### src/sv/fsac_pkg.sv
// Shared codes, reset values and default sizes for the fire and smoke alarm controller.
`default_nettype none

package fsac_pkg;

    // item kinds
    localparam logic [1:0] MODE_SAMPLE  = 2'd0;
    localparam logic [1:0] MODE_TICK    = 2'd1;
    localparam logic [1:0] MODE_COMMAND = 2'd2;

    // command codes
    localparam logic [2:0] CMD_FAN_AUTO     = 3'd0;
    localparam logic [2:0] CMD_FAN_ON       = 3'd1;
    localparam logic [2:0] CMD_FAN_OFF      = 3'd2;
    localparam logic [2:0] CMD_REMOTE_SET   = 3'd3;
    localparam logic [2:0] CMD_REMOTE_CLEAR = 3'd4;

    // configuration register indexes
    localparam int CFG_IDX_W = 1;
    typedef logic [CFG_IDX_W-1:0] t_cfg_idx;
    localparam t_cfg_idx CFG_TEMP_LIMIT  = 1'd0;
    localparam t_cfg_idx CFG_SMOKE_LIMIT = 1'd1;

    localparam int CFG_DATA_W = 8;
    typedef logic [CFG_DATA_W-1:0] t_cfg_data;

    localparam t_cfg_data TEMP_LIMIT_RST  = 8'd50;
    localparam t_cfg_data SMOKE_LIMIT_RST = 8'd40;

    // default sizes
    localparam int DEF_CAL_SAMPLES = 20;
    localparam int DEF_AVG_SAMPLES = 100;
    localparam int DEF_BLINK_TICKS = 25;
    localparam int DEF_TICK_WRAP   = 200;

    // scaling of the averaged readings
    localparam logic [18:0] TEMP_SCALE = 19'd500;
    localparam logic [18:0] TEMP_ROUND = 19'd512;
    localparam logic [16:0] SMOKE_SCALE = 17'd100;
    localparam logic [6:0]  SMOKE_FLOOR = 7'd2;
    localparam logic [6:0]  SMOKE_CEIL  = 7'd100;

endpackage

`default_nettype wire

### src/sv/fire_smoke_alarm_controller_top.sv
// Top level of the fire and smoke alarm controller: handshake, state and evaluation.
`default_nettype none

// Fire and smoke alarm controller. Each input word is a sample pair, a timer
// tick or a command, and each one yields exactly one result word that shows
// the alarm, safe lamp, fan, warning lamp, latest temperature and smoke
// percent, a flag for a freshly completed average and the calibration flag.
// The first CAL_SAMPLES smoke readings set the smoke baseline; afterwards
// every AVG_SAMPLES pairs give a new measurement and a safety evaluation.
// Rate: one word per clock while the result sink does not stall. An accepted
// word is held in the input register until it advances; then one evaluation
// pass updates the state and registers its result word. The input stalls
// only while the input register holds a word and the result word ahead of
// it waits on a stalled sink. The limits must be written through the config
// port only while the block is idle; the block does not enforce this and drops
// a write when a word advances. A write re-evaluates the safety state at once.
module fire_smoke_alarm_controller_top #(
    parameter int CAL_SAMPLES = fsac_pkg::DEF_CAL_SAMPLES,
    parameter int AVG_SAMPLES = fsac_pkg::DEF_AVG_SAMPLES,
    parameter int BLINK_TICKS = fsac_pkg::DEF_BLINK_TICKS,
    parameter int TICK_WRAP   = fsac_pkg::DEF_TICK_WRAP
) (
    input  wire logic                i_clk,
    input  wire logic                i_rst_n,
    // input channel
    input  wire logic                i_in_valid,
    output logic                     o_in_stall,
    input  wire logic [1:0]          i_mode,
    input  wire logic [9:0]          i_temperature_sample,
    input  wire logic [9:0]          i_smoke_sample,
    input  wire logic [2:0]          i_command_code,
    // result channel
    output logic                     o_out_valid,
    input  wire logic                i_out_stall,
    output logic                     o_alarm_on,
    output logic                     o_safe_lamp,
    output logic                     o_fan_on,
    output logic                     o_warning_lamp,
    output logic [8:0]               o_temperature_c,
    output logic [6:0]               o_smoke_pct,
    output logic                     o_measurement_valid,
    output logic                     o_calibrated,
    // configuration
    input  wire logic                i_cfg_we,
    input  wire fsac_pkg::t_cfg_idx  i_cfg_idx,
    input  wire fsac_pkg::t_cfg_data i_cfg_data
);
    import fsac_pkg::*;

    // counter and accumulator widths
    localparam int CNT_W   = $clog2(CAL_SAMPLES + 1);
    localparam int BSUM_W  = 10 + CNT_W;
    localparam int AVGC_W  = $clog2(AVG_SAMPLES + 1);
    localparam int SUM_W   = 10 + AVGC_W;
    localparam int BLINK_W = (BLINK_TICKS > 1) ? $clog2(BLINK_TICKS) : 1;

    // floor division by a constant: multiply by a rounded-up reciprocal
    localparam int CAL_S = BSUM_W + $clog2(CAL_SAMPLES);
    localparam longint unsigned CAL_M_FULL =
        ((64'd1 << CAL_S) + CAL_SAMPLES - 1) / CAL_SAMPLES;
    localparam logic [BSUM_W:0] CAL_M = CAL_M_FULL[BSUM_W:0];
    localparam int CAL_P_W = 2 * BSUM_W + 1;

    localparam int AVG_S = SUM_W + $clog2(AVG_SAMPLES);
    localparam longint unsigned AVG_M_FULL =
        ((64'd1 << AVG_S) + AVG_SAMPLES - 1) / AVG_SAMPLES;
    localparam logic [SUM_W:0] AVG_M = AVG_M_FULL[SUM_W:0];
    localparam int AVG_P_W = 2 * SUM_W + 1;

    typedef struct packed {
        logic alarming;
        logic fan_state;
        logic warning_state;
    } t_eval;

    // input register
    logic       r_s1_valid;
    logic [1:0] r_s1_mode;
    logic [9:0] r_s1_temp;
    logic [9:0] r_s1_smoke;
    logic [2:0] r_s1_cmd;

    // state
    t_cfg_data          r_temp_limit, n_temp_limit;
    t_cfg_data          r_smoke_limit, n_smoke_limit;
    logic [CNT_W-1:0]   r_cal_count, n_cal_count;
    logic [BSUM_W-1:0]  r_bsum, n_bsum;
    logic [9:0]         r_baseline, n_baseline;
    logic [AVGC_W-1:0]  r_avg_count, n_avg_count;
    logic [SUM_W-1:0]   r_tsum, n_tsum;
    logic [SUM_W-1:0]   r_ssum, n_ssum;
    logic [8:0]         r_cur_temp, n_cur_temp;
    logic [6:0]         r_cur_smoke, n_cur_smoke;
    logic               r_alarming, n_alarming;
    logic               r_fan_auto, n_fan_auto;
    logic               r_fan_state, n_fan_state;
    logic               r_remote, n_remote;
    logic               r_warning, n_warning;
    logic [7:0]         r_tick, n_tick;
    logic [BLINK_W-1:0] r_blink_phase, n_blink_phase;
    logic               r_out_valid;
    logic               r_mvalid, n_mvalid;

    logic               adv;
    logic               in_take;

    // arithmetic intermediates
    logic [CAL_P_W-1:0] cal_prod;
    logic [AVG_P_W-1:0] tavg_prod;
    logic [AVG_P_W-1:0] savg_prod;
    logic [9:0]         tavg;
    logic [9:0]         savg;
    logic [9:0]         sdiff;
    logic [18:0]        temp_scaled;
    logic [16:0]        smoke_scaled;
    logic [6:0]         smoke_raw;
    logic [BLINK_W:0]   phase_inc;
    t_eval              ev;

    // Evaluate danger from the given readings and limits.
    function automatic t_eval evaluate(
        input logic [8:0] temp,
        input logic [6:0] smoke,
        input t_cfg_data  temp_lim,
        input t_cfg_data  smoke_lim,
        input logic       remote,
        input logic       fan_auto,
        input logic       fan_state,
        input logic       warning
    );
        logic  hot;
        logic  gas;
        t_eval res;
        hot = temp >= {1'b0, temp_lim};
        gas = {1'b0, smoke} >= smoke_lim;
        res.alarming      = hot | gas | remote;
        res.warning_state = res.alarming & warning;
        res.fan_state     = fan_auto ? (hot & ~gas) : fan_state;
        return res;
    endfunction

    // Advance the evaluation stage when the result slot is free or draining.
    assign adv        = r_s1_valid & (~r_out_valid | ~i_out_stall);
    assign o_in_stall = r_s1_valid & ~adv;
    assign in_take    = i_in_valid & ~o_in_stall;

    always_ff @(posedge i_clk) begin
        if (in_take) begin
            r_s1_mode  <= i_mode;
            r_s1_temp  <= i_temperature_sample;
            r_s1_smoke <= i_smoke_sample;
            r_s1_cmd   <= i_command_code;
        end
    end

    always_comb begin
        n_temp_limit  = r_temp_limit;
        n_smoke_limit = r_smoke_limit;
        n_cal_count   = r_cal_count;
        n_bsum        = r_bsum;
        n_baseline    = r_baseline;
        n_avg_count   = r_avg_count;
        n_tsum        = r_tsum;
        n_ssum        = r_ssum;
        n_cur_temp    = r_cur_temp;
        n_cur_smoke   = r_cur_smoke;
        n_alarming    = r_alarming;
        n_fan_auto    = r_fan_auto;
        n_fan_state   = r_fan_state;
        n_remote      = r_remote;
        n_warning     = r_warning;
        n_tick        = r_tick;
        n_blink_phase = r_blink_phase;
        n_mvalid      = 1'b0;

        // sample path: accumulate and scale
        n_bsum    = r_bsum + BSUM_W'(r_s1_smoke);
        cal_prod  = {{(BSUM_W+1){1'b0}}, n_bsum} * {{(BSUM_W){1'b0}}, CAL_M};
        n_tsum    = r_tsum + SUM_W'(r_s1_temp);
        n_ssum    = r_ssum + SUM_W'(r_s1_smoke);
        tavg_prod = {{(SUM_W+1){1'b0}}, n_tsum} * {{SUM_W{1'b0}}, AVG_M};
        savg_prod = {{(SUM_W+1){1'b0}}, n_ssum} * {{SUM_W{1'b0}}, AVG_M};
        tavg      = tavg_prod[AVG_S +: 10];
        savg      = savg_prod[AVG_S +: 10];
        sdiff     = (savg > r_baseline) ? (savg - r_baseline) : 10'd0;
        temp_scaled  = {9'd0, tavg} * TEMP_SCALE + TEMP_ROUND;
        smoke_scaled = {7'd0, sdiff} * SMOKE_SCALE;
        smoke_raw    = smoke_scaled[16:10];
        // hold the accumulators unless the sample path is taken
        n_bsum = r_bsum;
        n_tsum = r_tsum;
        n_ssum = r_ssum;

        // tick path: track tick count modulo the blink period
        phase_inc = {1'b0, r_blink_phase} + 1'b1;

        ev = evaluate(r_cur_temp, r_cur_smoke, r_temp_limit, r_smoke_limit,
                      r_remote, r_fan_auto, r_fan_state, r_warning);

        if (adv) begin
            case (r_s1_mode)
                MODE_SAMPLE: begin
                    if (r_cal_count < CNT_W'(CAL_SAMPLES)) begin
                        n_bsum      = r_bsum + BSUM_W'(r_s1_smoke);
                        n_cal_count = r_cal_count + 1'b1;
                        if (n_cal_count == CNT_W'(CAL_SAMPLES)) begin
                            n_baseline = cal_prod[CAL_S +: 10];
                        end
                    end else begin
                        n_tsum      = r_tsum + SUM_W'(r_s1_temp);
                        n_ssum      = r_ssum + SUM_W'(r_s1_smoke);
                        n_avg_count = r_avg_count + 1'b1;
                        if (n_avg_count == AVGC_W'(AVG_SAMPLES)) begin
                            n_cur_temp = temp_scaled[18:10];
                            if (smoke_raw <= SMOKE_FLOOR) begin
                                n_cur_smoke = 7'd0;
                            end else if (smoke_raw > SMOKE_CEIL) begin
                                n_cur_smoke = SMOKE_CEIL;
                            end else begin
                                n_cur_smoke = smoke_raw;
                            end
                            n_tsum      = '0;
                            n_ssum      = '0;
                            n_avg_count = '0;
                            n_mvalid    = 1'b1;
                            ev = evaluate(n_cur_temp, n_cur_smoke, r_temp_limit,
                                          r_smoke_limit, r_remote, r_fan_auto,
                                          r_fan_state, r_warning);
                            n_alarming  = ev.alarming;
                            n_fan_state = ev.fan_state;
                            n_warning   = ev.warning_state;
                        end
                    end
                end
                MODE_TICK: begin
                    n_tick = r_tick + 8'd1;
                    if (phase_inc == (BLINK_W + 1)'(BLINK_TICKS)) begin
                        n_blink_phase = '0;
                        if (r_alarming) begin
                            n_warning = ~r_warning;
                        end
                    end else begin
                        n_blink_phase = phase_inc[BLINK_W-1:0];
                    end
                    if (n_tick >= 8'(TICK_WRAP)) begin
                        n_tick        = '0;
                        n_blink_phase = '0;
                    end
                end
                MODE_COMMAND: begin
                    case (r_s1_cmd)
                        CMD_FAN_AUTO: begin
                            n_fan_auto = 1'b1;
                            ev = evaluate(r_cur_temp, r_cur_smoke, r_temp_limit,
                                          r_smoke_limit, r_remote, 1'b1,
                                          r_fan_state, r_warning);
                            n_alarming  = ev.alarming;
                            n_fan_state = ev.fan_state;
                            n_warning   = ev.warning_state;
                        end
                        CMD_FAN_ON: begin
                            n_fan_auto  = 1'b0;
                            n_fan_state = 1'b1;
                        end
                        CMD_FAN_OFF: begin
                            n_fan_auto  = 1'b0;
                            n_fan_state = 1'b0;
                        end
                        CMD_REMOTE_SET, CMD_REMOTE_CLEAR: begin
                            n_remote = (r_s1_cmd == CMD_REMOTE_SET);
                            ev = evaluate(r_cur_temp, r_cur_smoke, r_temp_limit,
                                          r_smoke_limit, n_remote, r_fan_auto,
                                          r_fan_state, r_warning);
                            n_alarming  = ev.alarming;
                            n_fan_state = ev.fan_state;
                            n_warning   = ev.warning_state;
                        end
                        default: begin
                            // drop unknown commands
                        end
                    endcase
                end
                default: begin
                    // drop unknown item kinds, still answer with a word
                end
            endcase
        end else if (i_cfg_we) begin
            // apply the new limit and re-evaluate at once
            case (i_cfg_idx)
                CFG_TEMP_LIMIT: begin
                    n_temp_limit = i_cfg_data;
                end
                CFG_SMOKE_LIMIT: begin
                    n_smoke_limit = i_cfg_data;
                end
                default: begin
                end
            endcase
            ev = evaluate(r_cur_temp, r_cur_smoke, n_temp_limit, n_smoke_limit,
                          r_remote, r_fan_auto, r_fan_state, r_warning);
            n_alarming  = ev.alarming;
            n_fan_state = ev.fan_state;
            n_warning   = ev.warning_state;
        end
    end

    always_ff @(posedge i_clk) begin
        if (!i_rst_n) begin
            r_s1_valid    <= 1'b0;
            r_out_valid   <= 1'b0;
            r_mvalid      <= 1'b0;
            r_temp_limit  <= TEMP_LIMIT_RST;
            r_smoke_limit <= SMOKE_LIMIT_RST;
            r_cal_count   <= '0;
            r_bsum        <= '0;
            r_baseline    <= '0;
            r_avg_count   <= '0;
            r_tsum        <= '0;
            r_ssum        <= '0;
            r_cur_temp    <= '0;
            r_cur_smoke   <= '0;
            r_alarming    <= 1'b0;
            r_fan_auto    <= 1'b1;
            r_fan_state   <= 1'b0;
            r_remote      <= 1'b0;
            r_warning     <= 1'b0;
            r_tick        <= '0;
            r_blink_phase <= '0;
        end else begin
            // load the input register whenever it is not held
            if (!o_in_stall) begin
                r_s1_valid <= i_in_valid;
            end
            // raise a result word per advanced item, drop it once taken
            if (adv) begin
                r_out_valid <= 1'b1;
                r_mvalid    <= n_mvalid;
            end else if (!i_out_stall) begin
                r_out_valid <= 1'b0;
            end
            r_temp_limit  <= n_temp_limit;
            r_smoke_limit <= n_smoke_limit;
            r_cal_count   <= n_cal_count;
            r_bsum        <= n_bsum;
            r_baseline    <= n_baseline;
            r_avg_count   <= n_avg_count;
            r_tsum        <= n_tsum;
            r_ssum        <= n_ssum;
            r_cur_temp    <= n_cur_temp;
            r_cur_smoke   <= n_cur_smoke;
            r_alarming    <= n_alarming;
            r_fan_auto    <= n_fan_auto;
            r_fan_state   <= n_fan_state;
            r_remote      <= n_remote;
            r_warning     <= n_warning;
            r_tick        <= n_tick;
            r_blink_phase <= n_blink_phase;
        end
    end

    // The state moves only when a word advances or a limit write is applied.
    assign o_out_valid         = r_out_valid;
    assign o_alarm_on          = r_alarming;
    assign o_safe_lamp         = ~r_alarming;
    assign o_fan_on            = r_fan_state;
    assign o_warning_lamp      = r_warning;
    assign o_temperature_c     = r_cur_temp;
    assign o_smoke_pct         = r_cur_smoke;
    assign o_measurement_valid = r_mvalid;
    assign o_calibrated        = (r_cal_count >= CNT_W'(CAL_SAMPLES));

endmodule

`default_nettype wire
### config.mk
export PLATFORM = sky130hd
export DESIGN_NAME = fire_smoke_alarm_controller_top
export DESIGN_NICKNAME = d
export VERILOG_FILES = /design/src/sv/fsac_pkg.sv /design/src/sv/fire_smoke_alarm_controller_top.sv
export SDC_FILE = /design/constraint.sdc
export NUM_CORES = 1
export LEC_CHECK = 0
export ABC_CLOCK_PERIOD_IN_PS = 26500
export BUFFER_PORTS_ARGS = -buffer_cell sky130_fd_sc_hd__buf_2
export CAP_MARGIN = 20
export CORE_MARGIN = 3
export CORE_UTILIZATION = 54
export DETAILED_ROUTE_END_ITERATION = 8
export GPL_ROUTABILITY_DRIVEN = 0
export MAX_ROUTING_LAYER = met4
export PLACE_DENSITY = 0.73
export RECOVER_POWER = 50
export SLEW_MARGIN = 20
export SYNTH_ARGS = -nofsm -noshare
export SYNTH_HDL_FRONTEND = slang
export SYNTH_SLANG_ARGS = --single-unit
### constraint.sdc
create_clock -name i_clk -period 26.5 [get_ports i_clk]
set_input_delay 1.325 -clock i_clk [delete_from_list [all_inputs] [get_ports i_clk]]
set_output_delay 1.325 -clock i_clk [all_outputs]
set_load 0.005 [all_outputs]
==> Yosys cells after proc, flatten, opt, wreduce, memory -nomap -nowiden <==
Index checks and enable logic that the tools add are counted.
{ "totals": {"regBits": 149, "in_bits": 39, "elab_cells": 164} }
{ "classes": {"add_sub_neg": 9, "multipliers": 5, "order_cmp": 12, "n_eq_ne": 20, "n_mux": 48, "n_bitwise": 28, "n_reduce_logical": 18} }
{ "ops": {"columns": ["cell", "count"], "rows": [
  ["$mul A17 B18 Y34 const B", 2],
  ["$mux W8", 7],
  ["$mux W7", 7],
  ["$add A17 B10 Y17", 2],
  ["$mux W17", 2],
  ["$mul A15 B16 Y30 const B", 1],
  ["$ge A9 B8 Y1", 3],
  ["$ge A7 B8 Y1", 3],
  ["$mux W1", 22],
  ["$add A19 B10 Y19 const B", 1],
  ["$ne A3 B3 Y1 const B", 6],
  ["$mul A10 B7 Y17 const B", 1],
  ["$add A15 B10 Y15", 1],
  ["$mul A10 B5 Y15 const B", 1],
  ["$reduce_and A3 Y1", 4],
  ["$and A1 B1 Y1", 10],
  ["$gt A10 B10 Y1", 1],
  ["$mux W10", 1],
  ["$mux W5", 2],
  ["$not A1 Y1", 10],
  ["$pmux W1 S2", 5],
  ["$sub A10 B10 Y10", 1],
  ["$add A8 B1 Y8 const B", 1],
  ["$ge A8 B8 Y1 const B", 1],
  ["other kinds (32)", 45]
]} }

==> Logic depth before layout (Yosys ltp) <==
{ "depth": {"ltp_word": 20, "mapped_depth": 70} }

==> Worst setup path before layout <==
Ideal clock, no wire load.
{ "synth_timing": {"kind": "flip-flop to flip-flop", "startpoint": "register r_s1_temp[1]", "endpoint": "register r_warning, in the netlist o_warning_lamp", "t_arrival_ns": 14.024, "required_ns": 26.370, "setup_slack_ns": 12.346, "stages_incl_launch_ff": 58, "synth_period_minus_slack_ns": 14.154, "cell_sequence": "edfxtp_1 ha_1 a21o_1 a21oi_1 o21bai_1 a21oi_1 o21bai_1 a21oi_1 o21bai_1 a21oi_1 nor2b_1 o2111a_1 and3_1 xor2_1 inv_1 fa_1 inv_1 fa_1 (+22 left out) o22ai_1 nor2_1 ha_1 inv_1 ha_1 nand2b_1 a21o_1 a21o_1 a21o_1 a21o_1 a21o_1 a21o_1 a21oi_1 nor2b_1 nand4_1 a21o_1 a31oi_1 o22ai_1"} }
{ "synth_between": {"elab_chain_len": 12} }
{ "synth_lines": {"columns": ["item", "line", "source"], "rows": [
  ["from (decl)", "fire_smoke_alarm_controller_top.sv:79", "logic [9:0] r_s1_temp;"],
  ["from (signal assigned)", "fire_smoke_alarm_controller_top.sv:150", "r_s1_temp <= i_temperature_sample;"],
  ["$add A17 B10 Y17", "fire_smoke_alarm_controller_top.sv:179", "n_tsum = r_tsum + SUM_W'(r_s1_temp);"],
  ["$mul A17 B18 Y34", "fire_smoke_alarm_controller_top.sv:181", "tavg_prod = {{(SUM_W+1){1'b0}}, n_tsum} * {{SUM_W{1'b0}}, AVG_M};"],
  ["$mul A10 B7 Y17", "fire_smoke_alarm_controller_top.sv:186", "temp_scaled = {9'd0, tavg} * TEMP_SCALE + TEMP_ROUND;"],
  ["$add A19 B10 Y19", "fire_smoke_alarm_controller_top.sv:186", null],
  ["via temp_scaled[10]", "fire_smoke_alarm_controller_top.sv:114", "logic [18:0] temp_scaled;"],
  ["$ge A9 B8 Y1", "fire_smoke_alarm_controller_top.sv:134", "hot = temp >= {1'b0, temp_lim};"],
  ["$or A1 B1 Y1 (2 in series)", "fire_smoke_alarm_controller_top.sv:136", "res.alarming = hot | gas | remote;"],
  ["$and A1 B1 Y1", "fire_smoke_alarm_controller_top.sv:137", "res.warning_state = res.alarming & warning;"],
  ["$mux W1", "fire_smoke_alarm_controller_top.sv:213", "if (n_avg_count == AVGC_W'(AVG_SAMPLES)) begin"],
  ["$mux W1", "fire_smoke_alarm_controller_top.sv:203", "if (r_cal_count < CNT_W'(CAL_SAMPLES)) begin"],
  ["$pmux W1 S3", "fire_smoke_alarm_controller_top.sv:201", "case (r_s1_mode)"],
  ["$mux W1", "fire_smoke_alarm_controller_top.sv:200", "if (adv) begin"],
  ["to (signal assigned)", "fire_smoke_alarm_controller_top.sv:355", "r_warning <= n_warning;"],
  ["to (decl)", "fire_smoke_alarm_controller_top.sv:98", "logic r_warning, n_warning;"]
]} }
The timed path passes the listed nets, and every way through them passes these cells. The select of a mux whose other input is x is not followed.
A chain may end at the register's enable or synchronous reset.

==> Worst setup path after layout <==
{ "layout_timing": {"startpoint": "register r_s1_smoke[0]", "endpoint": "register r_warning, in the netlist o_warning_lamp"} }
{ "layout_between": {"elab_chain_len": 20, "word_cells_on_any_way": 22, "classes_between": "2 x add/sub; 2 x mul; 4 x order compare; 11 x mux; 3 x bitwise"} }
{ "layout_lines": {"columns": ["item", "line", "source"], "rows": [
  ["from (decl)", "fire_smoke_alarm_controller_top.sv:80", "logic [9:0] r_s1_smoke;"],
  ["from (signal assigned)", "fire_smoke_alarm_controller_top.sv:151", "r_s1_smoke <= i_smoke_sample;"],
  ["$add A17 B10 Y17 (*)", "fire_smoke_alarm_controller_top.sv:180", "n_ssum = r_ssum + SUM_W'(r_s1_smoke);"],
  ["$mul A17 B18 Y34 (*)", "fire_smoke_alarm_controller_top.sv:182", "savg_prod = {{(SUM_W+1){1'b0}}, n_ssum} * {{SUM_W{1'b0}}, AVG_M};"],
  ["$sub A10 B10 Y10 or $gt A10 B10 Y1 (tied branches)", "fire_smoke_alarm_controller_top.sv:185", "sdiff = (savg > r_baseline) ? (savg - r_baseline) : 10'd0;"],
  ["$mux W10 (*)", "fire_smoke_alarm_controller_top.sv:185", null],
  ["$mul A10 B5 Y15 (*)", "fire_smoke_alarm_controller_top.sv:187", "smoke_scaled = {7'd0, sdiff} * SMOKE_SCALE;"],
  ["$gt A7 B7 Y1", "fire_smoke_alarm_controller_top.sv:217", "end else if (smoke_raw > SMOKE_CEIL) begin"],
  ["$mux W7", "fire_smoke_alarm_controller_top.sv:217", null],
  ["$mux W7 (*)", "fire_smoke_alarm_controller_top.sv:215", "if (smoke_raw <= SMOKE_FLOOR) begin"],
  ["(+3 left out)", null, null],
  ["$mux W7 (*)", "fire_smoke_alarm_controller_top.sv:200", null],
  ["$ge A7 B8 Y1 (*)", "fire_smoke_alarm_controller_top.sv:135", "gas = {1'b0, smoke} >= smoke_lim;"],
  ["$or A1 B1 Y1 (*) (2 in series)", "fire_smoke_alarm_controller_top.sv:136", null],
  ["$and A1 B1 Y1 (*)", "fire_smoke_alarm_controller_top.sv:137", null],
  ["$mux W1 (*)", "fire_smoke_alarm_controller_top.sv:213", null],
  ["$mux W1 (*)", "fire_smoke_alarm_controller_top.sv:203", null],
  ["$pmux W1 S3 (*)", "fire_smoke_alarm_controller_top.sv:201", null],
  ["$mux W1 (*)", "fire_smoke_alarm_controller_top.sv:200", null]
]} }
Mark *: on every way between the ends. The rest lies on a longest branch, timed or not. The select of a mux whose other input is x is not followed.

==> impl_metrics.toml <==
[route]
viasPerCell = 5.47
routedWlPerCell_um = 16.2
drc = 0
drtPass1Iterations = 5
drtAntennaViolNets = 0
num_vias = 18600
drt_iter0_drc = 865
drt-total-wl_um = 55000

[floorplanning]
die-width_um = 222
initial_core_util_pct = 55.2
io_pins = 63
dieHeight_um = 222
dieArea_um2 = 49400
coreArea_um2 = 45800
row_count = 78

[sta]
period_share_pct = 60.1
maxSlewViolCount = 115
slew_headroom_pct = -93.2
fin_skew_ps = 12.1
fin_tns_setup_ps = 0
hold_viol_final = 0
period_minus_slack_ps = 15930
finalSetupViolCount = 0
rsz0062_at_grt = "no"
setup_slack_ps = 10570
worst_pin_slew_ps = 2890
max_freq_ghz = 0.0628

[logic_synthesis]
ys_types = 78
synth_ff_type = "dfxtp_1"
synth_fp_nets = 3631
synth.yosys.warnings = 0
synth-edff-count = 25
netlist_area_um2 = 25300
synth_async_sr_flop_share_pct = 0
synth-seq-cells = 149
ys_seq_area_share_pct = 12.8
avgSynthCellArea_um2 = 9.24
syn_inst = 2734

[cts]
cts_tree = "yes"
cts.sinks = 149
clk_latency_ps = 440
cts_setup_buffers = 0
numCtsBuffers = 17
cts_root_buffer = "clkbuf_16"
cts_hold_buf = 0
cts.path.max_buffers = 2
path_clk_slew_ps = 60
ctsResizeCount = 0
htreeDepth = 4

[finish]
nNetsFinal = 3683
n_fill_cell = 3877
layout-drive-gt1-share_pct = 3.90
multi_input_area_um2 = 19700
syn_to_final_growth_pct = 6.36
diodes = 0
seq_area_um2 = 3230
postLayoutCellArea_um2 = 26900
final_core_util_pct = 58.7

[worst_setup_path]
worstPathRequired_ps = 26760
cp_max_fo = 13
regToRegSetupSlack_ps = 10570
slowest_delay_ps = 780
worst_path_max_delay_cell = "nor4_1"
crit_arrival_ps = 16200
endpoint_kind = "flop"
crit_type = "reg -> reg"
cp-start-kind = "flop"

[placement]
hpwl_um = 46800
portBuffers = 62
preCtsSetupSlack_ps = 10850
placed_area_um2 = 26300

[grt]
grt-ovfl-total = 0
grt_pass1_vias = 19800
grt_usage_pct = 23.7
grt_pass1_wl_um = 94400
grt_start_max_net_pins = 59
antenna_found_initial = 0

[flow_run]
maxCapViolCount = 3

[outcome]
failed_checks = "max-capacitance violations, max-slew violations"
outcome = "complete, but fails checks"

[power]
powerDensity_nw_per_um2 = 79.9
p_leak_uw = 0.0145
vdd_drop_max_v = 0.000101
power_uw = 2150

[worst_hold_path]
hp-class = "reg -> reg"
==> metal layers <==
layer	part of all wire [%]	wire (um)	GRT usage [%]	vias to the layer above
met1	43	23800	29.0	9102
met5	0	0	-	-
met4	2.2	1230	6.52	0
met3	3.5	1920	2.56	91
met2	51	28100	41.6	352
li1	-	-	-	9056
==> registers in the layout, indices dropped and copies added (netlist names), 2 cells and up <==
signal	count
r_temp_limit	8
o_smoke_pct	7
o_temperature_c	9
r_s1_mode	2
r_blink_phase	5
r_smoke_limit	8
r_s1_cmd	3
r_bsum	15
r_tsum	17
r_tick	8
r_s1_smoke	10
r_baseline	10
r_s1_temp	10
r_ssum	17
r_avg_count	7
r_cal_count	5
==> layout by cell type (no fill, tap or decap), types with 55 or more instances in the layout <==
master and instances:
inv_1 591, ha_1 547, fa_1 311, nor2_1 166, a21oi_1 139, nand2_1 136
dfxtp_1 124, xnor2_1 87, a21o_1 61, o21ai_0 55
==> worst paths after layout <==
kind              depth (start not counted)                   to           startpoint
setup reg to reg                         67       o_warning_lamp        r_s1_smoke[0]
hold / removal                            2  o_measurement_valid  o_measurement_valid
setup / recovery                         67       o_warning_lamp        r_s1_smoke[0]
hold reg to reg                           2  o_measurement_valid  o_measurement_valid
==> power by group <==
part	total, uW	switching (uW)	internal, uW
clock network	266	103	163
registers	240	4.43	236
logic	1640	922	720
==> synthesized netlist by cell type (all sizes together) (19+ instances only) <==
master,number,area share (%)
inv,593,8.8
nor3,46,0.91
xnor2,88,3.1
fa,311,25
ha,547,27
nor2b,32,0.79
clkbuf,40,0.59
nand4,19,0.47
edfxtp,25,3.0
dfxtp,124,9.8
xor2,50,1.8
mux2i,25,0.99
nand2,136,2.0
a21oi,139,2.8
o21ai,56,1.1
nor2,166,2.5
a21o,61,1.8
nand2b,26,0.64
nand3,38,0.75
==> critical path, delay by kind of cell (launching register included) <==
family,cells,cell delay [ps]
simple gates,20,4010
buf+inv,6,480
compound gates,24,4980
fa+ha+maj,14,5060
flops,1,370
xor+xnor,3,860
==> stage by stage <==
stage	std cells	hold WS (ps)
after detailed placement	3366	450
after CTS	3397	461
after global routing	3398	478
after global placement	3366	444
after floorplan	2734	436
final	3398	461
==> cell families (layout without fill, tap and decap cells) <==
logic type               Yosys count  in the layout  share of synthesized area (%)
multiplexers                      27             27                           1.08
buffers and inverters            636            700                           9.45
flip-flops                       149            149                           12.8
AND/OR/NAND/NOR                  535            535                           10.1
adder cells (fa/ha/maj)          858            858                           51.7
AO/OA/AOI/OAI                    391            391                           10.1
XOR/XNOR                         138            138                           4.84
==> cell type report <==
cell class / instances / share of cell area (%)
multi-input combinational: 1949 / 73.2
sequential: 149 / 12.0
tap: 600 / 2.79
clock buffer: 20 / 1.70
clock inverter: 11 / 0.633
inverter: 594 / 8.30
timing repair buffer: 75 / 1.39
(Power assumes the default switching activity.)
